$ cat config.mk
export PLATFORM = sky130hd
export DESIGN_NAME = exchange_sort_engine
export DESIGN_NICKNAME = d
export VERILOG_FILES = /design/src/esort_pkg.sv /design/src/esort_ctrl.sv /design/src/esort_dpath.sv /design/src/exchange_sort_engine.sv
export SDC_FILE = /design/constraint.sdc
export NUM_CORES = 1
export LEC_CHECK = 0
export BUFFER_PORTS_ARGS = -buffer_cell sky130_fd_sc_hd__buf_2
export CAP_MARGIN = 15
export CORE_ASPECT_RATIO = 1.1
export CORE_MARGIN = 3
export CORE_UTILIZATION = 62
export CTS_CLUSTER_SIZE = 8
export DETAILED_ROUTE_END_ITERATION = 10
export HOLD_SLACK_MARGIN = 0.1
export PLACE_DENSITY_LB_ADDON = 0.08
export SETUP_SLACK_MARGIN = 0.4
export SYNTH_ARGS = -nofsm -noshare
export SYNTH_HDL_FRONTEND = slang
export SYNTH_HIERARCHICAL = 1
export SYNTH_SLANG_ARGS = --single-unit
$ cat constraint.sdc
create_clock -name clk_i -period 4.4 [get_ports clk_i]
set_input_delay 0.22 -clock clk_i [delete_from_list [all_inputs] [get_ports clk_i]]
set_output_delay 0.22 -clock clk_i [all_outputs]
set_load 0.01 [all_outputs]
$ cat src/esort_pkg.sv
// Shared beat types and controller-to-datapath command bundle for the exchange sort engine.
`default_nettype none

package esort_pkg;

  localparam int unsigned DataWidth = 32;

  typedef struct packed {
    logic signed [DataWidth-1:0] sample_value;
    logic                        set_end;
  } in_beat_t;

  typedef struct packed {
    logic signed [DataWidth-1:0] sorted_value;
    logic                        run_end;
    logic                        overflowed;
  } out_beat_t;

  typedef struct packed {
    logic load_wr;
    logic hold;
    logic scan;
    logic emit;
    logic emit_last;
    logic emit_ovf;
  } cmd_t;

endpackage

`default_nettype wire

$ cat src/esort_ctrl.sv
// Sequencer for the exchange sort engine: load count, outer and inner indexes, command issue.
`default_nettype none

module esort_ctrl #(
  parameter int unsigned CAPACITY = 16
) (
  input  wire logic                                clk_i,
  input  wire logic                                rst_ni,
  input  wire logic                                in_valid_i,
  input  wire logic                                in_last_i,
  output logic                                     in_ready_o,
  input  wire logic                                out_free_i,
  output esort_pkg::cmd_t                          cmd_o,
  output logic [$clog2(CAPACITY)-1:0]              rd_addr_o,
  output logic [$clog2(CAPACITY)-1:0]              wr_addr_o
);

  localparam int unsigned IW = $clog2(CAPACITY);
  localparam int unsigned CW = $clog2(CAPACITY + 1);

  typedef enum logic [2:0] {
    ST_LOAD,
    ST_ISSUE,
    ST_HOLD,
    ST_SCAN,
    ST_EMIT
  } state_e;

  state_e        state_q, state_d;
  logic [CW-1:0] fill_q, fill_d;
  logic          ovf_q, ovf_d;
  logic [IW-1:0] i_q, i_d;
  logic [IW-1:0] j_q, j_d;

  logic [CW-1:0] i_nxt;
  logic [CW-1:0] j_nxt;
  logic          fill_full;
  logic          in_accept;

  assign i_nxt      = CW'(i_q) + CW'(1);
  assign j_nxt      = CW'(j_q) + CW'(1);
  assign fill_full  = (fill_q == CW'(CAPACITY));
  assign in_ready_o = (state_q == ST_LOAD);
  assign in_accept  = in_valid_i && in_ready_o;

  always_comb begin
    state_d   = state_q;
    fill_d    = fill_q;
    ovf_d     = ovf_q;
    i_d       = i_q;
    j_d       = j_q;
    cmd_o     = '0;
    rd_addr_o = i_q;
    wr_addr_o = j_q;
    unique case (state_q)
      ST_LOAD: begin
        wr_addr_o = fill_q[IW-1:0];
        if (in_accept) begin
          if (!fill_full) begin
            cmd_o.load_wr = 1'b1;
            fill_d        = fill_q + CW'(1);
          end else begin
            ovf_d = 1'b1;
          end
          if (in_last_i) begin
            i_d     = '0;
            state_d = ST_ISSUE;
          end
        end
      end
      ST_ISSUE: begin
        rd_addr_o = i_q;
        state_d   = ST_HOLD;
      end
      ST_HOLD: begin
        cmd_o.hold = 1'b1;
        if (i_nxt < fill_q) begin
          rd_addr_o = i_nxt[IW-1:0];
          j_d       = i_nxt[IW-1:0];
          state_d   = ST_SCAN;
        end else begin
          state_d = ST_EMIT;
        end
      end
      ST_SCAN: begin
        cmd_o.scan = 1'b1;
        wr_addr_o  = j_q;
        if (j_nxt < fill_q) begin
          rd_addr_o = j_nxt[IW-1:0];
          j_d       = j_nxt[IW-1:0];
        end else begin
          state_d = ST_EMIT;
        end
      end
      ST_EMIT: begin
        if (out_free_i) begin
          cmd_o.emit      = 1'b1;
          cmd_o.emit_last = (i_nxt == fill_q);
          cmd_o.emit_ovf  = ovf_q;
          if (i_nxt == fill_q) begin
            fill_d  = '0;
            ovf_d   = 1'b0;
            state_d = ST_LOAD;
          end else begin
            rd_addr_o = i_nxt[IW-1:0];
            i_d       = i_nxt[IW-1:0];
            state_d   = ST_HOLD;
          end
        end
      end
      default: begin
        state_d = ST_LOAD;
      end
    endcase
  end

  always_ff @(posedge clk_i or negedge rst_ni) begin
    if (!rst_ni) begin
      state_q <= ST_LOAD;
      fill_q  <= '0;
      ovf_q   <= 1'b0;
      i_q     <= '0;
      j_q     <= '0;
    end else begin
      state_q <= state_d;
      fill_q  <= fill_d;
      ovf_q   <= ovf_d;
      i_q     <= i_d;
      j_q     <= j_d;
    end
  end

endmodule

`default_nettype wire

$ cat src/esort_dpath.sv
// Datapath for the exchange sort engine: value memory, running minimum, compare-swap, output register.
`default_nettype none

module esort_dpath #(
  parameter int unsigned CAPACITY = 16
) (
  input  wire logic                                clk_i,
  input  wire logic                                rst_ni,
  input  wire logic signed [esort_pkg::DataWidth-1:0] sample_i,
  input  wire esort_pkg::cmd_t                     cmd_i,
  input  wire logic [$clog2(CAPACITY)-1:0]         rd_addr_i,
  input  wire logic [$clog2(CAPACITY)-1:0]         wr_addr_i,
  output logic                                     out_free_o,
  output logic                                     out_valid_o,
  input  wire logic                                out_ready_i,
  output esort_pkg::out_beat_t                     out_beat_o
);

  localparam int unsigned DW = esort_pkg::DataWidth;

  logic signed [DW-1:0] mem [CAPACITY];
  logic signed [DW-1:0] rdata_q;
  logic signed [DW-1:0] cur_q, cur_d;
  logic                 greater;
  logic                 wr_en;
  logic signed [DW-1:0] wr_data;

  logic                 out_valid_q;
  esort_pkg::out_beat_t out_beat_q;

  assign greater = (cur_q > rdata_q);
  assign wr_en   = cmd_i.load_wr || (cmd_i.scan && greater);
  assign wr_data = cmd_i.load_wr ? sample_i : cur_q;

  always_comb begin
    cur_d = cur_q;
    if (cmd_i.hold || (cmd_i.scan && greater)) begin
      cur_d = rdata_q;
    end
  end

  always_ff @(posedge clk_i) begin
    if (wr_en) begin
      mem[wr_addr_i] <= wr_data;
    end
    rdata_q <= mem[rd_addr_i];
    cur_q   <= cur_d;
  end

  assign out_free_o = !out_valid_q || out_ready_i;

  always_ff @(posedge clk_i or negedge rst_ni) begin
    if (!rst_ni) begin
      out_valid_q <= 1'b0;
    end else if (cmd_i.emit) begin
      out_valid_q <= 1'b1;
    end else if (out_ready_i) begin
      out_valid_q <= 1'b0;
    end
  end

  always_ff @(posedge clk_i) begin
    if (cmd_i.emit) begin
      out_beat_q.sorted_value <= cur_q;
      out_beat_q.run_end      <= cmd_i.emit_last;
      out_beat_q.overflowed   <= cmd_i.emit_ovf;
    end
  end

  assign out_valid_o = out_valid_q;
  assign out_beat_o  = out_beat_q;

endmodule

`default_nettype wire

$ cat src/exchange_sort_engine.sv
// Top level of the exchange sort engine: loads a set, sorts it ascending, streams the run out.
//
//   channel  direction  handshake               beat
//   in       input      in_valid_i/in_ready_o   esort_pkg::in_beat_t
//   out      output     out_valid_o/out_ready_i esort_pkg::out_beat_t
//
// Loading accepts one value per cycle; the set-closing beat starts the sort.
// The stored set is then sorted and streamed out before the next set can load;
// each inner scan does one read-compare-write per memory cycle.
// Each sorted value waits in the output register; a stalled output holds the sort.
// Reset clears state, load count, overflow flag, indexes and output valid only.
`default_nettype none

module exchange_sort_engine #(
  parameter int unsigned CAPACITY = 16
) (
  input  wire logic                 clk_i,
  input  wire logic                 rst_ni,
  input  wire logic                 in_valid_i,
  output logic                      in_ready_o,
  input  wire esort_pkg::in_beat_t  in_beat_i,
  output logic                      out_valid_o,
  input  wire logic                 out_ready_i,
  output esort_pkg::out_beat_t      out_beat_o
);

  localparam int unsigned IW = $clog2(CAPACITY);

  esort_pkg::cmd_t cmd;
  logic [IW-1:0]   rd_addr;
  logic [IW-1:0]   wr_addr;
  logic            out_free;

  esort_ctrl #(
    .CAPACITY (CAPACITY)
  ) u_ctrl (
    .clk_i      (clk_i),
    .rst_ni     (rst_ni),
    .in_valid_i (in_valid_i),
    .in_last_i  (in_beat_i.set_end),
    .in_ready_o (in_ready_o),
    .out_free_i (out_free),
    .cmd_o      (cmd),
    .rd_addr_o  (rd_addr),
    .wr_addr_o  (wr_addr)
  );

  esort_dpath #(
    .CAPACITY (CAPACITY)
  ) u_dpath (
    .clk_i       (clk_i),
    .rst_ni      (rst_ni),
    .sample_i    (in_beat_i.sample_value),
    .cmd_i       (cmd),
    .rd_addr_i   (rd_addr),
    .wr_addr_i   (wr_addr),
    .out_free_o  (out_free),
    .out_valid_o (out_valid_o),
    .out_ready_i (out_ready_i),
    .out_beat_o  (out_beat_o)
  );

endmodule

`default_nettype wire
==> results of run 1 <==
-- worst max-delay path, stage by stage (launching register included) --
cell and delay, ps:
dfrtp_2 480, ha_2 250, xor2_1 180, ha_1 340, a21o_1 220, a31oi_4 190, o211ai_4 160, a2bb2oi_1 180
o211ai_1 110, buf_4 160, buf_4 120, buf_6 140, buf_16 200, mux4_2 550, mux4_2 490
-- area by class of cell --
type                            instances  area [sq um]
Inverter                               44           166
Timing Repair Buffer                  136          1160
Clock inverter                          2          46.3
Clock buffer                          148          2550
Multi-Input combinational cell        463          6320
Tap cell                              507           634
Sequential cell                       628         18500
Fill cell                            2181         10100
-- placed cells by master (no fill, tap or decap), drive strengths merged, types with 8 or more instances in the layout --
| master | Yosys | routed |
|---|---|---|
| clkbuf | 15 | 150 |
| a21oi | 23 | 23 |
| nand3 | 21 | 21 |
| inv | 43 | 43 |
| a31oi | 21 | 21 |
| mux2 | 38 | 38 |
| nand2 | 36 | 36 |
| dfxtp | 32 | 32 |
| nand4 | 8 | 8 |
| edfxtp | 578 | 578 |
| o21ai | 17 | 17 |
| mux4 | 160 | 160 |
| nor3 | 10 | 10 |
| dfrtp | 18 | 18 |
| ha | 45 | 45 |
| buf | 35 | 130 |
| and3 | 8 | 8 |
| nor2 | 15 | 15 |
-- power breakdown --
part	leakage (nW)	internal [mW]	switching (mW)
sequential	5.70	8.61	0.507
clock	1.24	3.95	2.33
combinational	2.83	4.14	4.69
-- cells by family after synthesis --
family | count (synthesis)
compound gates | 93
xor+xnor | 4
fa+ha+maj | 45
buf+inv | 94
flops | 628
mux | 198
simple gates | 123
-- metal layers --
metal / up-vias / share of wire (%)
met5: - / 0
met4: 0 / 2.2
met3: 83 / 7.6
met2: 593 / 51
met1: 6500 / 39
li1: 5292 / -
-- worst paths after layout --
kind	from	endpoint	slack, ps
worst max-delay path	u_ctrl/j_q[0]	u_dpath/rdata_q[14]	470
worst min-delay path	in_beat_i[24]	u_dpath/mem[3][23]	160
worst max register to register	u_ctrl/j_q[0]	u_dpath/rdata_q[14]	470
worst min register to register	u_dpath/rdata_q[14]	u_dpath/cur_q[14]	430
max in group asynchronous	rst_ni	u_ctrl/i_q[0]	2930
min in group asynchronous	rst_ni	u_ctrl/j_q[0]	840
-- what timing repair did --
action / 4_1_cts / 5_1_grt
pin swaps: 2 / 4
endpoints found under the setup margin: 29 / 32
hold endpoints to repair: 19 / 0
gates resized for setup: 12 / 8
gates cloned: 2 / 2
hold buffers: 3 / 0
setup buffers: 4 / 9
-- registers in the layout, summed over array words and instances (netlist names) --
signal               cells
u_ctrl/ovf_q             1
u_dpath/out_beat_o      34
u_ctrl/j_q               4
u_ctrl/fill_q            5
u_ctrl/state_q           3
u_dpath/out_valid_o      1
u_dpath/mem            512
u_dpath/cur_q           32
u_ctrl/i_q               4
u_dpath/rdata_q         32
==> flow_summary.ini, run 1 <==
[run_status]
status = finished clean

[synthesis]
synth_top_area_share_pct = 69.6
yosysUniqueCellTypes = 65
synthArstFlopShare_pct = 2.87
synth_seq_area_share_pct = 73.9
synth.most_common_cell = edfxtp_1
synth_edf_count = 578
synthAdderAreaFrac_pct = 2.26
synth_top_flop_cell = edfxtp_1
synth_top_family_by_area = multiplexers
synth_xor_area_share_pct = 0.140
synth.mux.area_fraction_pct = 16.2
syn_avg_cell_area_sq_um = 21.1
netlist_instances = 1185
syn-num-nets = 1267
yosys-top-cells-area = edfxtp_1 70%, mux4_2 14%, dfxtp_1 2.6%, ha_1 2.3%, dfrtp_1 1.8%
synth-compound-area-share_pct = 2.95
syn-cell-area_sq_um = 25000
synthSimpleGateAreaFrac_pct = 2.62
yosys.area.top_type = edfxtp_1
yosys_warnings = 6
synth-seq-cells = 628
synthTopCellsByCount = 578 x edfxtp_1, 155 x mux4_2, 45 x ha_1, 43 x inv_1, 37 x mux2_2

[timing]
clock_skew_ps = 30.2
fin_ws_ps = 475
maxSlewViolCount = 0
fmax_mhz = 255
min_period_ps = 3930
tightest_slew_ps = 1010
timing.final.hold_violations = 0
post-route-period-util_pct = 89.2
slew_headroom_pct = 32.3
final-setup-viol-count = 0
rsz0062_at_grt = no
whs_ps = 164
setup_tns_ps = 0

[floorplanning]
std_cell_rows = 76
die_w_um = 197
die-area_sq_um = 42700
io_pins = 73
core_area_sq_um = 39500
initial_core_util_pct = 63.2
die_h_um = 216

[worst_setup_path]
cp.required_ps = 4860
critPathKind = reg2reg
start_kind = flop
path_max_fanout = 16
worstSetupEndpointType = flop
arrival_ps = 4380
reg2reg_depth = 14

[routing]
vias = 12500
remaining_drc_errors = 0
viasPerCell = 6.47
wire_per_inst_um = 28.8
dr.pass1.iters = 5
ant_nets = 0
routed_wl_um = 55500
dr.first_iter.drc_count = 1155

[clock_tree]
cts_buffer_depth = 3
ctsHtreeMaxLevel = 3
path_clk_slew_ps = 50
cts_tree = yes
clock-sinks = 628
clock-root-buffer = clkbuf_16
numCtsBuffers = 88
clk_latency_ps = 610

[cells_and_area]
final_nets = 1443
syn_to_final_growth_pct = 17.6
drive_gt1_share_pct = 33.4
n_antenna_cell = 0
instances_no_fill = 1928
finish.utilization_pct = 74.3
postLayoutCellArea_sq_um = 29300

[worst_hold_path]
hold_path.class = in2reg
holdPathStages = 2

[placement]
portBuffers = 72
dpl_cell_area_sq_um = 26400
gp_congestion = 0.865
placed_cells_incl_taps = 1757
place_ws_ps = 256
place_hpwl_um = 27700

[pwr]
finalPower_mw = 24.2
p_leak_nw = 9.78
max-vdd-ir-drop_mv = 0.567
powerDensity_nw_per_um2 = 826

[global_route]
top_usage_layer = met2
met2_usage_pct = 43.8
gr-total-overflow = 0
grt_pass1_wl_um = 82600
grt_util_met3_pct = 4.38
grt_util_met1_pct = 37.7
antenna_found_initial = 0
grtUsageTotal_pct = 26.8
grt_start_max_net_pins = 66
grt_pass1_vias = 13000

[flow_run]
drv_cap = 0
No activity file was read; power rests on OpenSTA's default activity.
==> run 2, diff against run 1 <==
--- a/config.mk
+++ b/config.mk
@@ -5,10 +5,11 @@
 export SDC_FILE = /design/constraint.sdc
 export NUM_CORES = 1
 export LEC_CHECK = 0
+export ABC_AREA = 0
 export BUFFER_PORTS_ARGS = -buffer_cell sky130_fd_sc_hd__buf_2
 export CAP_MARGIN = 15
 export CORE_ASPECT_RATIO = 1.1
-export CORE_MARGIN = 3
+export CORE_MARGIN = 2
 export CORE_UTILIZATION = 62
 export CTS_CLUSTER_SIZE = 8
 export DETAILED_ROUTE_END_ITERATION = 10
==> run 2 against run 1 <==
Wire length decreased by 0.12%. Die area fell by 1.9%. Register-to-register slack hardly changed. Sequential share of layout area grew 0.11 points. Sequential power about the same. Critical endpoint is now u_dpath/rdata_q[0]. Highest routed layer unchanged.
==> flow_summary.ini, run 2 (synthesis gave the netlist of run 1 again) <==
[run_status]
status = finished clean

[cells_and_area]
largest_register_ffs = 512
regArea_sq_um = 18500
syn_to_final_growth_pct = 17.4
n_antenna_cell = 0
finish.utilization_pct = 73.2
layout_common_cells = 578 x edfxtp_1, 155 x mux4_2, 90 x clkbuf_16
drive_gt1_share_pct = 33.2
top_register = u_dpath/mem
mostFrequentLayoutCell = edfxtp_1
final_nets = 1445
multiInputGateArea_sq_um = 6280
nFillCells = 2273

[clock_tree]
cts_tree = yes
numCtsBuffers = 88
clk_latency_ps = 610
path_clk_slew_ps = 50
cts_buffer_depth = 3
ctsHtreeMaxLevel = 3
clock-root-buffer = clkbuf_16
clock-sinks = 628

[routing]
vias = 12400
ant_nets = 0
wire_per_inst_um = 28.6
viasPerCell = 6.37
dr.first_iter.drc_count = 1031
dr.pass1.iters = 5
routed_wl_um = 55400
remaining_drc_errors = 0

[global_route]
grtUsageTotal_pct = 27.2
grt_pass1_wl_um = 81400
grt_start_max_net_pins = 45
antenna_found_initial = 0
grt_pass1_vias = 12800
gr-total-overflow = 0

[timing]
fmax_mhz = 254
setup_tns_ps = 0
rsz0062_at_grt = no
clock_skew_ps = 27.0
timing.final.hold_violations = 0
slew_headroom_pct = 32.0
final-setup-viol-count = 0
min_period_ps = 3940
tightest_slew_ps = 1020
post-route-period-util_pct = 89.5
maxSlewViolCount = 0

[floorplanning]
std_cell_rows = 77
initial_core_util_pct = 62.4
die_w_um = 195
core_area_sq_um = 40000
die_h_um = 214
io_pins = 73
die-area_sq_um = 41900

[pwr]
cellInternalPower_mw = 16.4
powerDensity_nw_per_um2 = 817
max-vdd-ir-drop_mv = 0.582
p_comb_share_pct = 36.3
p_leak_nw = 9.74
pwr-share-seq_pct = 38.0
power.switching_mw = 7.52
pwr-share-clk_pct = 25.7
power_switching_share_pct = 31.4

[worst_setup_path]
critPathKind = reg2reg
worstSetupEndpointType = flop
crit_slowest_cell = mux4_2
cpPeakStageDelay_ps = 520
start_kind = flop
cp_cell_sequence = ha_2, and3_1, ha_1, and3_2, nand3_1, a21oi_4, a2bb2oi_1, o211ai_1, buf_4, buf_6, buf_12, mux4_2, mux4_2
critPathMostFrequentCell = mux4_2
arrival_ps = 4420
cp.required_ps = 4880
path_max_fanout = 12
reg2reg_depth = 13

[flow_run]
drv_cap = 0

[placement]
gp_congestion = 0.817
portBuffers = 72
place_hpwl_um = 28100

[worst_hold_path]
holdPathStages = 4
hold_path.class = in2reg
==> run 2: cell types whose count changed in the layout (fill, tap and decap cells not counted), sizes merged <==
cell    delta
inv        +4
bufbuf     -1
buf        +4
clkbuf     -2
clkinv     +1
bufinv     -1
==> run 2: worst paths after layout <==
path,to,startpoint,slack (ps)
max,u_dpath/rdata_q[0],u_ctrl/i_q[1],460
min,u_ctrl/state_q[1],in_beat_i[0],150
max reg2reg,u_dpath/rdata_q[0],u_ctrl/i_q[1],460
min reg2reg,u_dpath/cur_q[4],u_dpath/rdata_q[4],430
max in group asynchronous,u_ctrl/i_q[1],rst_ni,2950
min in group asynchronous,u_ctrl/state_q[2],rst_ni,820
==> run 2: metal layers <==
metal | vias up | GRT usage, % | share of wire [%]
met1 | 6515 | 37.5 | 40
met2 | 470 | 45.1 | 51
met5 | - | 0 | 0
met3 | 83 | 4.59 | 6.5
met4 | 0 | 9.06 | 2.1
li1 | 5287 | - | -
==> run 2: power by group through the flow <==
stage / logic, mW / registers, mW / clock network [mW]
3_5_place_dp: 8.49 / 9.20 / 0
3_3_place_gp: 8.34 / 9.15 / 0
5_1_grt: 9.32 / 9.19 / 6.51
2_1_floorplan: 6.07 / 9.01 / 0
6_report: 8.69 / 9.11 / 6.15
4_1_cts: 8.64 / 9.11 / 6.24
==> run 2: layout make-up <==
type	count	share of cell area, %
sequential	628	63.0
multi-input combinational	463	21.4
clock buffer	147	8.38
timing repair buffer	138	4.16
tap	513	2.19
inverter	44	0.568
clock inverter	6	0.269
==> run 2: metrics by stage <==
| step | hold WS, ps | total power [mW] | instance area, sq um | std cells | worst slack (ps) |
|---|---|---|---|---|---|
| 3_5_place_dp | 202 | 17.7 | 26600 | 1773 | 334 |
| 4_1_cts | 106 | 24.0 | 29200 | 1931 | 405 |
| 3_3_place_gp | 191 | 17.5 | 26600 | 1773 | 394 |
| 5_1_grt | 162 | 25.0 | 29300 | 1939 | 389 |
| 6_report | 145 | 23.9 | 29300 | 1939 | 464 |
| 2_1_floorplan | -75.6 | 15.1 | 25000 | 1185 | 466 |
==> run 2: critical path: cells and delay by family, from the launching register on <==
kind / cells / cell delay [ps]
compound gates: 3 / 580
fa+ha+maj: 2 / 590
buf+inv: 3 / 590
flops: 1 / 440
mux: 2 / 1000
simple gates: 3 / 600
==> run 2: timing repair <==
action	CTS	global route
endpoints found under the setup margin	19	32
gates resized for setup	3	9
pin swaps	2	3
endpoints found under the hold margin	19	0
hold buffers	3	0
buffers inserted	1	7
gates cloned	1	1
